[src/rtl/set_assoc_cache_fifo_sim_macros.svh]
// ----------------------------------------------------------------------------
// Assertion macros for the set-associative cache model
// Concurrent assertion wrappers; empty when SYNTH is defined.
// ----------------------------------------------------------------------------
`ifndef SET_ASSOC_CACHE_FIFO_SIM_MACROS_SVH
`define SET_ASSOC_CACHE_FIFO_SIM_MACROS_SVH
`ifndef SYNTH
// check on every rising edge outside reset
`define SACF_ASSERT(lbl, clk, rstn, prop, msg) \
  lbl: assert property (@(posedge clk) disable iff (!rstn) prop) else $error(msg);
// check on every rising edge, reset included
`define SACF_ASSERT_ALWAYS(lbl, clk, prop, msg) \
  lbl: assert property (@(posedge clk) prop) else $error(msg);
`else
`define SACF_ASSERT(lbl, clk, rstn, prop, msg)
`define SACF_ASSERT_ALWAYS(lbl, clk, prop, msg)
`endif
`endif

[src/rtl/sacf_ram.sv]
`timescale 1ns / 1ps
// ----------------------------------------------------------------------------
// sacf_ram
// Simple dual-port synchronous RAM, one write and one registered read port.
// ----------------------------------------------------------------------------
module sacf_ram #(
  parameter int unsigned ADDR_W = 6,
  parameter int unsigned DATA_W = 8
) (
  input  logic              clk_i,
  input  logic              we_i,
  input  logic [ADDR_W-1:0] waddr_i,
  input  logic [DATA_W-1:0] wdata_i,
  input  logic              re_i,
  input  logic [ADDR_W-1:0] raddr_i,
  output logic [DATA_W-1:0] rdata_o
);

  logic [DATA_W-1:0] mem_q [2**ADDR_W];
  logic [DATA_W-1:0] rdata_q;

  always_ff @(posedge clk_i) begin
    if (we_i) begin
      mem_q[waddr_i] <= wdata_i;
    end
    if (re_i) begin
      rdata_q <= mem_q[raddr_i];
    end
  end

  assign rdata_o = rdata_q;

endmodule

[config.mk]
export PLATFORM = sky130hd
export DESIGN_NAME = sacf_ram
export DESIGN_NICKNAME = d
export VERILOG_FILES = /design/src/rtl/set_assoc_cache_fifo_sim_macros.svh /design/src/rtl/sacf_ram.sv
export SDC_FILE = /design/constraint.sdc
export NUM_CORES = 1
export LEC_CHECK = 0
export ABC_CLOCK_PERIOD_IN_PS = 2700
export BUFFER_PORTS_ARGS = -buffer_cell sky130_fd_sc_hd__buf_2
export CORE_MARGIN = 2
export CORE_UTILIZATION = 62
export CTS_CLUSTER_SIZE = 24
export DETAILED_ROUTE_END_ITERATION = 8
export GPL_TIMING_DRIVEN = 1
export PLACE_DENSITY = 0.77
export SETUP_SLACK_MARGIN = 0.3
export SLEW_MARGIN = 15
export SYNTH_ARGS = -nofsm -noshare
export SYNTH_HDL_FRONTEND = slang
export SYNTH_SLANG_ARGS = --single-unit
[constraint.sdc]
create_clock -name clk_i -period 2.7 [get_ports clk_i]
set_clock_uncertainty 0.05 [all_clocks]
set_input_delay 0.27 -clock clk_i [delete_from_list [all_inputs] [get_ports clk_i]]
set_output_delay 0.27 -clock clk_i [all_outputs]
set_load 0.05 [all_outputs]
======== Yosys cells after proc, flatten, opt, wreduce, memory -nomap -nowiden ========
Memories as Yosys holds them, arrays and structs flattened. A register that Yosys moved wholly into a read port is not among the register bits.
Index checks and enable logic that the tools add are counted.
storage, ports and cells
  bits in registers ....................... 0
  bits in writable memories ............... 512
  input bits .............................. 23
  memories ................................ 1
memory list
  memory  words  width  read ports  clocked after Yosys merged registers in  write ports  RTL line        RTL
  mem_q   64     8      1           1                                        1            sacf_ram.sv:19  logic [DATA_W-1:0] mem_q [2**ADDR_W];
operators by class
  muxes and demuxes ....................... 2
operator list
  kind     number
  $mux W1  2

======== Logic depth before layout (Yosys ltp) ========
  depth after elaboration ................. 2
  mapped depth ............................ 9
  depth with buffers taken out ............ 5

======== Worst setup path after synthesis ========
No wires, ideal clock.
  kind .................................... in2reg
  from .................................... input raddr_i[1]
  to ...................................... register rdata_q[3] (netlist: rdata_o[3]), read port of mem_q (data pin)
  library setup time ...................... 0.266 ns
  arrival time ............................ 1.810 ns
  data required time ...................... 2.384 ns
  slack ................................... 0.574 ns
  cell stages on the path ................. 7
  path buffers ............................ 3
  path through ............................ buf_4 buf_2 buf_2 mux4_2 mux4_2 o21ai_1 o41ai_1
RTL lines
  item                RTL line        RTL
  start: declaration  sacf_ram.sv:15  input logic [ADDR_W-1:0] raddr_i,
  end: declaration    sacf_ram.sv:20  logic [DATA_W-1:0] rdata_q;

==> qor.csv <==
stage,metric,value,unit
logic_synthesis,mapped cell area,20200,sq um
floorplanning,Die ar.,34100,sq um
min_path,Hold Path Class,in -> reg,
critical_path,Critical Path RT,2960,ps
placed_design,DP Wirelength,27800,um
cells_and_area,Area Overhead vs Synth,15.2,%
clock_tree,CTS tree,done,
cells_and_area,most frequent cells in the layout,"520 x edfxtp_1, 126 x mux4_2, 109 x buf_4",
clock_tree,setup bufs post-CTS,0,
logic_synthesis,syn_nets,963,
floorplanning,Boundary Pins,31,
power,P per Cell Area,727,nW/um^2
route,Vias/cell,6.47,
grt,GR Overflow Total,0,
min_path,Hold Path Depth,1,
cells_and_area,NumNets Final,1111,
clock_tree,clock sink total,520,
critical_path,endpoint type of the worst setup path,flip-flop,
grt,vias in the first global route,10300,
critical_path,Critical Path Fanout Max,1,
critical_path,kind of critical path,reg -> reg,
floorplanning,Initial Utilization,62.5,%
power,VDD IR-drop max,0.562,mV
critical_path,worst r2r src,mem_q[28][4]$_DFFE_PP_,
critical_path,startpoint type of the worst setup path,flip-flop,
clock_tree,Clock transition at path regs,60,ps
logic_synthesis,Post-synth top flop,edfxtp_1,
timing,min cycle time layout,2320,ps
placed_design,placer congestion estimate,0.874,
power,total power,17.0,mW
clock_tree,CTS Root Cell,clkbuf_16,
placed_design,dpl cells,1477,
floorplanning,Site Rows,66,
timing,fin. max-slew vios,0,
route,routed len/inst,28.4,um
route,router iterations before antenna repair,6,
timing,final setup fails,0,
route,first-iteration detailed-routing DRC count,1389,
route,drt drc,0,
route,Via Count,10200,
timing,RSZ-0062 raised after global routing,no,
route,WL final,44700,um
grt,Global Route Usage Sum,27.5,%
logic_synthesis,Yosys reg bits,520,
critical_path,Reg-to-Reg End,rdata_o[4]$_DFFE_PP_,
cells_and_area,fin cells,1573,
floorplanning,chip width,185,um
cells_and_area,"most common cell after layout, fill and taps aside",edfxtp_1,
job,max_cap viols,0,
clock_tree,TritonCTS Buffers,50,
cells_and_area,share of cells above drive strength 1,31.6,%
cells_and_area,final core occ,72.1,%
logic_synthesis,Syn. warnings,0,
clock_tree,"Clk Latency, worst-skew pair",570,ps
clock_tree,Max H-tree Level,2,
logic_synthesis,post-synthesis cell type count,39,
timing,max_slew headroom,25.0,%
clock_tree,clock buffer depth,3,
min_path,worst hold start,re_i,
logic_synthesis,asr flop ratio synth,0,%
logic_synthesis,sequential cell area fraction in the yosys report,77.1,%
logic_synthesis,Mean Syn Cell Area,21.5,sq um
grt,first-pass GRT wire length,66300,um
power,static leakage,7.55,nW
timing,setup_tns,0,ps
timing,final hold vios,0,
route,remaining antenna violation count after routing,0,
critical_path,Worst R2R Setup Slack,380,ps
grt,initial antenna violation count,4,
floorplanning,Die Ht,185,um
min_path,Hold Path Sink,rdata_o[5]$_DFFE_PP_,
placed_design,Post-DP Area,21600,sq um
timing,f_max,432,MHz
timing,Worst Tran Pin Value,1130,ps
timing,period utilization,85.8,%
grt,pin count of the biggest net entering global routing,65,
critical_path,Worst EP arrival,2570,ps
placed_design,Port-buffer cells,30,
outcome,outcome,"finished, final reports clean",
cells_and_area,Finished Cell Area,23300,sq um
floorplanning,core area,32400,sq um
logic_synthesis,cells after synthesis,940,
critical_path,Reg2Reg Depth,5,
logic_synthesis,"EDFF count, synth",520,
worst max-delay path by stage:
| stage | endpoint | from | cells after the start |
|---|---|---|---|
| 6_report | rdata_o[4]$_DFFE_PP_ | mem_q[28][4]$_DFFE_PP_ | 5 |
| 5_1_grt | rdata_o[4]$_DFFE_PP_ | mem_q[28][4]$_DFFE_PP_ | 5 |
| 4_1_cts | rdata_o[4]$_DFFE_PP_ | mem_q[28][4]$_DFFE_PP_ | 5 |
| 3_5_place_dp | rdata_o[4]$_DFFE_PP_ | raddr_i[0] | 6 |
| 3_3_place_gp | rdata_o[4]$_DFFE_PP_ | raddr_i[0] | 6 |
| 2_1_floorplan | rdata_o[3]$_DFFE_PP_ | raddr_i[1] | 7 |
critical path, cell delays in order, from the launching register on:
cell	delay (ps)
edfxtp_1	380
mux4_2	520
mux2_2	280
o221a_2	290
nor3_2	390
o32ai_1	150
area by class of cell:
class                      count  area (sq um)
multi-input combinational    369          4320
clock inverter                32           320
antenna                        3          7.51
clock buffer                  60          1350
tap                          442           553
timing repair buffer         147          1160
sequential                   520         15600
fill                        1865          9040
routing by layer:
metal  share of wire, %  up-vias  global-route usage [%]
li1                   -     4238                       -
met1                 39     5285                    39.4
met2                 49      554                    43.4
met3                9.1       99                    5.28
met4                3.2        2                    9.65
met5              0.029        -                       0
stage by stage:
| step | hold slack (ps) | worst slack (ps) |
|---|---|---|
| floorplan | 319 | 574 |
| finish | 58.2 | 383 |
| global placement | 468 | -11.3 |
| CTS | 33.0 | 439 |
| global route | 36.2 | 409 |
| detailed placement | 480 | -41.2 |
registers in the layout, summed over array words and instances, names as in the netlist:
name / flops
mem_q: 512
rdata_o: 8
report_power, final:
part	internal, mW	switching [mW]	total [mW]	leakage, nW
clock network	4.22	2.87	7.09	0.813
logic	0.352	0.548	0.901	2.05
registers	8.95	0.0264	8.98	4.69
total	13.5	3.44	17.0	7.55
cell usage after synthesis (all sizes together), types with 8 or more instances:
library cell | number | area (sq um)
edfxtp | 520 | 15600
o221ai | 8 | 70.1
nand3 | 13 | 65.1
buf | 34 | 253
mux2i | 23 | 230
clkbuf | 17 | 63.8
mux4 | 126 | 2840
mux2 | 13 | 146
o22ai | 8 | 50.1
nor2b | 14 | 87.6
nand2 | 19 | 71.3
nor2 | 83 | 312
kinds of logic (layout without fill, tap and decap cells):
family	count (synthesis)	after routing	share of synthesized area (%)
compound gates	54	54	2.06
buf+inv	51	239	1.56
flops	520	520	77.1
mux	162	162	15.9
other cells	0	3	0
simple gates	153	153	3.37
what timing repair did:
item                       CTS  global route
hold endpoints to repair     1             0
hold buffers                 1             0
gates resized for setup      1             0
setup endpoints to repair    1             0
No activity file was read; power rests on OpenSTA's default activity.
