--- config.mk ---
export PLATFORM = sky130hd
export DESIGN_NAME = sacf_way_sel
export DESIGN_NICKNAME = d
export VERILOG_FILES = /design/src/rtl/set_assoc_cache_fifo_sim_macros.svh /design/src/rtl/sacf_pkg.sv /design/src/rtl/sacf_way_sel.sv
export SDC_FILE = /design/constraint.sdc
export NUM_CORES = 1
export LEC_CHECK = 0
export BUFFER_PORTS_ARGS = -buffer_cell sky130_fd_sc_hd__clkbuf_2
export CAP_MARGIN = 30
export CORE_AREA = 2 2 236 238
export DETAILED_ROUTE_END_ITERATION = 6
export DIE_AREA = 0 0 238 240
export GPL_TIMING_DRIVEN = 0
export PLACE_DENSITY = 0.35
export SLEW_MARGIN = 20
export SYNTH_ARGS = -nofsm -noshare
export SYNTH_HDL_FRONTEND = slang
export SYNTH_SLANG_ARGS = --single-unit
--- constraint.sdc ---
create_clock -name vclk -period 5.6
set_input_delay 1.12 -clock vclk [all_inputs]
set_output_delay 1.12 -clock vclk [all_outputs]
set_load 0.1 [all_outputs]
--- src/rtl/set_assoc_cache_fifo_sim_macros.svh ---
// ----------------------------------------------------------------------------
// Assertion macros for the set-associative cache model
// Concurrent assertion wrappers; empty when SYNTH is defined.
// ----------------------------------------------------------------------------
`ifndef SET_ASSOC_CACHE_FIFO_SIM_MACROS_SVH
`define SET_ASSOC_CACHE_FIFO_SIM_MACROS_SVH
`ifndef SYNTH
// check on every rising edge outside reset
`define SACF_ASSERT(lbl, clk, rstn, prop, msg) \
  lbl: assert property (@(posedge clk) disable iff (!rstn) prop) else $error(msg);
// check on every rising edge, reset included
`define SACF_ASSERT_ALWAYS(lbl, clk, prop, msg) \
  lbl: assert property (@(posedge clk) prop) else $error(msg);
`else
`define SACF_ASSERT(lbl, clk, rstn, prop, msg)
`define SACF_ASSERT_ALWAYS(lbl, clk, prop, msg)
`endif
`endif

--- src/rtl/sacf_pkg.sv ---
`timescale 1ns / 1ps
// ----------------------------------------------------------------------------
// sacf_pkg
// Shared constants, register indexes and types of the cache model.
// ----------------------------------------------------------------------------
package sacf_pkg;

  localparam int unsigned DEF_MAX_SET_BITS = 6;
  localparam int unsigned DEF_WAYS         = 8;
  localparam int unsigned DEF_ADDR_WIDTH   = 64;

  localparam int unsigned ADDR_FIELD_W = 64;
  localparam int unsigned OP_W         = 2;
  localparam int unsigned HIT_W        = 2;
  localparam int unsigned SIB_W        = 3;
  localparam int unsigned BOB_W        = 6;
  localparam int unsigned WIU_W        = 4;
  localparam int unsigned CFG_IDX_W    = 2;
  localparam int unsigned CFG_DATA_W   = 6;
  localparam int unsigned SHAMT_W      = 7;

  localparam logic [OP_W-1:0] OP_MODIFY = 2'd2;

  localparam logic [CFG_IDX_W-1:0] CFG_SET_BITS = 2'd0;
  localparam logic [CFG_IDX_W-1:0] CFG_BLK_BITS = 2'd1;
  localparam logic [CFG_IDX_W-1:0] CFG_WAYS     = 2'd2;

  localparam logic [WIU_W-1:0] WAYS_RESET = 4'd8;

  typedef struct packed {
    logic hit;
    logic full;
  } sacf_look_t;

endpackage

--- src/rtl/sacf_way_sel.sv ---
`timescale 1ns / 1ps
// ----------------------------------------------------------------------------
// sacf_way_sel
// Tag compare over one set row, first free way search and FIFO victim choice.
// ----------------------------------------------------------------------------
module sacf_way_sel #(
  parameter  int unsigned WAYS       = 8,
  parameter  int unsigned ADDR_WIDTH = 64,
  localparam int unsigned WAY_W      = (WAYS > 1) ? $clog2(WAYS) : 1
) (
  input  logic [ADDR_WIDTH-1:0]            tag_i,
  input  logic [WAYS-1:0][ADDR_WIDTH-1:0]  tags_i,
  input  logic [WAYS-1:0]                  valid_i,
  input  logic [WAY_W-1:0]                 ptr_i,
  input  logic [sacf_pkg::WIU_W-1:0]       ways_cfg_i,
  output sacf_pkg::sacf_look_t             look_o,
  output logic [WAY_W-1:0]                 target_o,
  output logic [WAY_W-1:0]                 next_ptr_o
);
  import sacf_pkg::*;

  localparam int unsigned CNT_W = $clog2(WAYS + 1);

  logic [7:0]       cfg_ext;
  logic [CNT_W-1:0] ways_eff;
  logic [WAYS-1:0]  in_use;
  logic [WAYS-1:0]  match;
  logic [WAYS-1:0]  free;
  logic [WAY_W-1:0] free_way;
  logic             free_found;
  logic [CNT_W-1:0] vict_ext;
  logic [CNT_W-1:0] vict_inc;

  always_comb begin
    cfg_ext = 8'(ways_cfg_i);
    if (cfg_ext == 8'd0) begin
      ways_eff = CNT_W'(1);
    end else if (cfg_ext > 8'(WAYS)) begin
      ways_eff = CNT_W'(WAYS);
    end else begin
      ways_eff = CNT_W'(cfg_ext);
    end

    for (int w = 0; w < WAYS; w++) begin
      in_use[w] = CNT_W'(w) < ways_eff;
      match[w]  = in_use[w] & valid_i[w] & (tags_i[w] == tag_i);
      free[w]   = in_use[w] & ~valid_i[w];
    end

    // lowest free way wins
    free_way = '0;
    for (int w = WAYS - 1; w >= 0; w--) begin
      if (free[w]) begin
        free_way = WAY_W'(w);
      end
    end
    free_found = |free;

    // a stale pointer beyond the ways in use restarts at way 0
    vict_ext = CNT_W'(ptr_i);
    if (vict_ext >= ways_eff) begin
      vict_ext = '0;
    end
    vict_inc   = vict_ext + CNT_W'(1);
    next_ptr_o = (vict_inc == ways_eff) ? '0 : WAY_W'(vict_inc);

    look_o.hit  = |match;
    look_o.full = ~free_found;
    target_o    = free_found ? free_way : WAY_W'(vict_ext);
  end

endmodule

* Yosys cells after proc, flatten, opt, wreduce, memory -nomap -nowiden
Index checks and enable logic that the tools add are counted.
Storage, ports and cells: flip-flop bits (word level) 0, bits in latches 0, RAM bits 0, bits in read-only memories 0, output and inout port bits 8, memories 0
Cells by class: add/sub/neg operators 1, $mul 0, divide/modulo/power cells 0, magnitude comparators 10, equality and inequality tests 9, shifts and indexed selects 0, muxes and demuxes 13, bitwise operators 33, reductions and logical operators 3
Operators by type and width (count):
- $eq 64x64->1 | 8
- $mux 3 | 11
- $and 1x1->1 | 24
- $lt 3x4->1 const A | 4
- $reduce_or 8->1 | 2
- $not 1->1 | 9
- $lt 1x4->1 const A | 2
- $lt 2x4->1 const A | 2
- $mux 4 | 2
- $add 4x1->4 const B | 1
- $eq 4x4->1 | 1
- $ge 3x4->1 | 1
- $gt 4x4->1 const B | 1
- $logic_not 4->1 | 1

* Depth between registers and ports, before layout
depth after elaboration 14, gate-level depth with buffers 13, gate-level depth less buffers 12

* Least setup slack after synthesis
No wires, ideal clock.
path type input to output, start in ways_cfg_i[3] (netlist bit), end out target_o[0], arrival 4938 ps, setup slack -458 ps, cell stages on the path 7, buffers on the path 1, path through clkbuf_1 -> or2_1 -> nor2_1 -> o21ai_1 -> nand2b_1 -> nor3_1 -> a32o_1
Between the ends: longest elaborated chain between the ends 14, elaborated cells on any way between the ends 32
Ends and longest elaborated chain:
- start, declared | line sacf_way_sel.sv:15 | input logic [sacf_pkg::WIU_W-1:0] ways_cfg_i,
- $gt 4x4->1 | line sacf_way_sel.sv:38 | end else if (cfg_ext > 8'(WAYS)) begin
- $mux 4 | line sacf_way_sel.sv:38
- $mux 4 * | line sacf_way_sel.sv:36 | if (cfg_ext == 8'd0) begin
- $lt 3x4->1 | line sacf_way_sel.sv:45 | in_use[w] = CNT_W'(w) < ways_eff;
- $and 1x1->1 | line sacf_way_sel.sv:47 | free[w] = in_use[w] & ~valid_i[w];
- $mux 3 (8 in series) | line sacf_way_sel.sv:53 | if (free[w]) begin
- $mux 3 * | line sacf_way_sel.sv:69 | target_o = free_found ? free_way : WAY_W'(vict_ext);
- end, declared | line sacf_way_sel.sv:17 | output logic [WAY_W-1:0] target_o,
Mark *: on every way between the ends. The rest lies on a longest branch, timed or not.

* Final worst setup path
start in ways_cfg_i[2] (netlist bit), end out next_ptr_o[2]
Between the ends: longest elaborated chain between the ends 8, elaborated cells on any way between the ends 9
Ends and longest elaborated chain:
- $gt 4x4->1 | line sacf_way_sel.sv:38
- $mux 4 | line sacf_way_sel.sv:38
- $mux 4 * | line sacf_way_sel.sv:36
- $ge 3x4->1 | line sacf_way_sel.sv:61 | if (vict_ext >= ways_eff) begin
- $mux 3 | line sacf_way_sel.sv:61
- $add 4x1->4 | line sacf_way_sel.sv:64 | vict_inc = vict_ext + CNT_W'(1);
- $eq 4x4->1 | line sacf_way_sel.sv:65 | next_ptr_o = (vict_inc == ways_eff) ? '0 : WAY_W'(vict_inc);
- $mux 3 * | line sacf_way_sel.sv:65
- end, declared | line sacf_way_sel.sv:18 | output logic [WAY_W-1:0] next_ptr_o
Marked as above.

==> results.md <==
- PortBufs: 536
- Final WL: 71.2 mm
- Power Density: 92.1 nW/µm²
- Fin crit period: between 5000 and 6000 ps
- Area Growth Syn to Fin: 52.3%
- DRT iter0 DRCs: 527
- Worst setup SP type: input pin
- WL per Instance: 32.5 µm
- Layout Cells excl Fill: 2,193
- Vias in the first global route: 10,257
- Rel. slew slack: 0.321
- Layout cells sized above 1: 0.420
- Final Power: 0.966 mW
- GRT overflow: 0
- Status: complete, no violations
- WP data arrival: about 4200 ps
- Fmax: 0.189 GHz
- Routability cong.: 0.888
- Utilization after layout: 0.192
- Core Footprint: 54,700 µm²
- Max cap viols: 0
- Synth area leaders: xnor2_1 (44%), nand2b_1 (9.2%), nand4_1 (8.0%)
- Site row count: 86
- Residual DRC: 0
- Clock buffer cells: 0
- Starting Density: 0.126
- Nets@finish: 2,083
- Post-synthesis cell area: 6890 µm²
- VDD IR max: 68.8 µV
- Crit end category: output pin
- Antenna violations before repair: 13
- Crit path max fanout: 10
- Detailed placement HPWL: 60.4 mm
- Top cell type's share of synthesized area: 0.439
- Pin count of the biggest net entering global routing: 11
- Fill cells: 6,444
- Placed cells: 2,190
- Avg Synthesized Cell Area: 7.25 µm²
- Count leader, synth: xnor2_1
- Seq/Total Area, Yosys: 0
- Register Area: 0 µm²
- DR vias: between 9,000 and 10,000
- GRT Util Overall: 0.240
- Post-synth top cells: xnor2_1 (345), nand2b_1 (101), nand4_1 (88), buf_2 (61), inv_1 (46)
- Hold/Removal Path Class: in2out
- Die height: 240 µm
- Max Slew Vio Count: 0
- Die Area: 57,100 µm²
- Multi-input gate area: 6330 µm²
- Global-route wire length before repair: slightly above 90 mm
- WHS: slightly below 3000 ps
- Area leader, netlist: xnor2_1
- CP required: about 4500 ps
- Pleak: 4.40 nW
- DRT antenna net count: 0
- Slew @ Worst Pin: 1020 ps
- CP Class: in2out
- RSZ-0062 raised after global routing: no
- Tcrit/Tclk final: 0.944
- Total setup buffers inserted after CTS: 0
- Gate Count Post-Synth: 950
- Num ports: 599
- Num sequential: 0
- DRT Pass-1 Iters: 6
- Final hold vios: 0
- Synthesized Nets: ~1,500
- # setup viols final: 0
- Ys Warns: 0
- Synth unique cells: 51
- Die W: 238 µm
- Via density: 4.37
==> metrics by stage <==
stage,instance area (µm²),worst slack (ps),TNS (ps)
6_report,10500,311,0
3_3_place_gp,10500,-59.1,-97.4
4_1_cts,10500,85.2,0
2_1_floorplan,6890,-224,-605
3_5_place_dp,10500,-45.9,-82.4
5_1_grt,10500,80.8,0
==> report_power, final <==
group	internal, mW	switching (mW)
Sequential	0	0
Combinational	0.409	0.557
Clock	0.0000000725	0
==> final cells by class <==
cell class / count / share of cell area
Antenna cell: 3 / 0.000716
Buffer: 69 / 0.0346
Inverter: 59 / 0.0211
Multi-Input combinational cell: 822 / 0.603
Tap cell: 704 / 0.0840
Timing Repair Buffer: 536 / 0.256
==> layer usage <==
metal / vias to the layer above / share of wire / global-route usage / wire length, µm
met5: - / 0.0016 / 0 / 111
li1: 4390 / - / - / -
met3: 73 / 0.062 / 0.0417 / 4390
met4: 18 / 0.029 / 0.0623 / 2080
met2: 478 / 0.50 / 0.440 / 35600
met1: 4630 / 0.41 / 0.287 / 29000
==> logic make-up (layout without fill, tap and decap cells) <==
| family | count (synthesis) | after routing | synth area share |
|---|---|---|---|
| buffers and inverters | 128 | 664 | 0.0847 |
| AOI/OAI and AO/OA | 123 | 123 | 0.141 |
| adders and majority gates | 4 | 4 | 0.00727 |
| other | 0 | 3 | 0 |
| xor gates and xnor gates | 389 | 389 | 0.497 |
| muxes | 1 | 1 | 0.00145 |
| and+or+nand+nor | 305 | 305 | 0.269 |
==> worst paths after layout <==
path / end / cells after the start / slack [ps] / start
max: next_ptr_o[2] / 14 / 310 / ways_cfg_i[2]
min: target_o[1] / 4 / 2960 / valid_i[0]
==> placed cells by master, fill, tap and decap left out, types with 13 or more instances in the layout <==
master | Yosys | routed
buf_2 | 61 | 61
clkbuf_2 | 0 | 534
inv_1 | 46 | 46
inv_2 | 13 | 13
nand2b_1 | 101 | 101
nand3_1 | 13 | 13
nand4_1 | 88 | 88
nor2b_1 | 21 | 21
nor4_1 | 41 | 39
o2111ai_1 | 33 | 33
o22ai_1 | 21 | 21
xnor2_1 | 345 | 345
xor2_1 | 43 | 43
==> critical path, cell delays in order <==
cell and delay [ps]:
clkbuf_2 90, buf_2 180, o21ba_1 180, nor2_1 210, ha_1 270, nand2b_1 140, a21o_1 180, a21oi_2 230
nor2_1 60, nor2_1 260, ha_1 250, xnor3_1 460, a21oi_1 170, clkbuf_4 350
==> what timing repair did <==
item                                    CTS  global route
endpoints found under the setup margin    3             3
hold buffers                              0             0
pin swaps                                 0             0
hold endpoints to repair                  0             0
gates resized for setup                   3             3
Power figures use the tool's default switching activity.
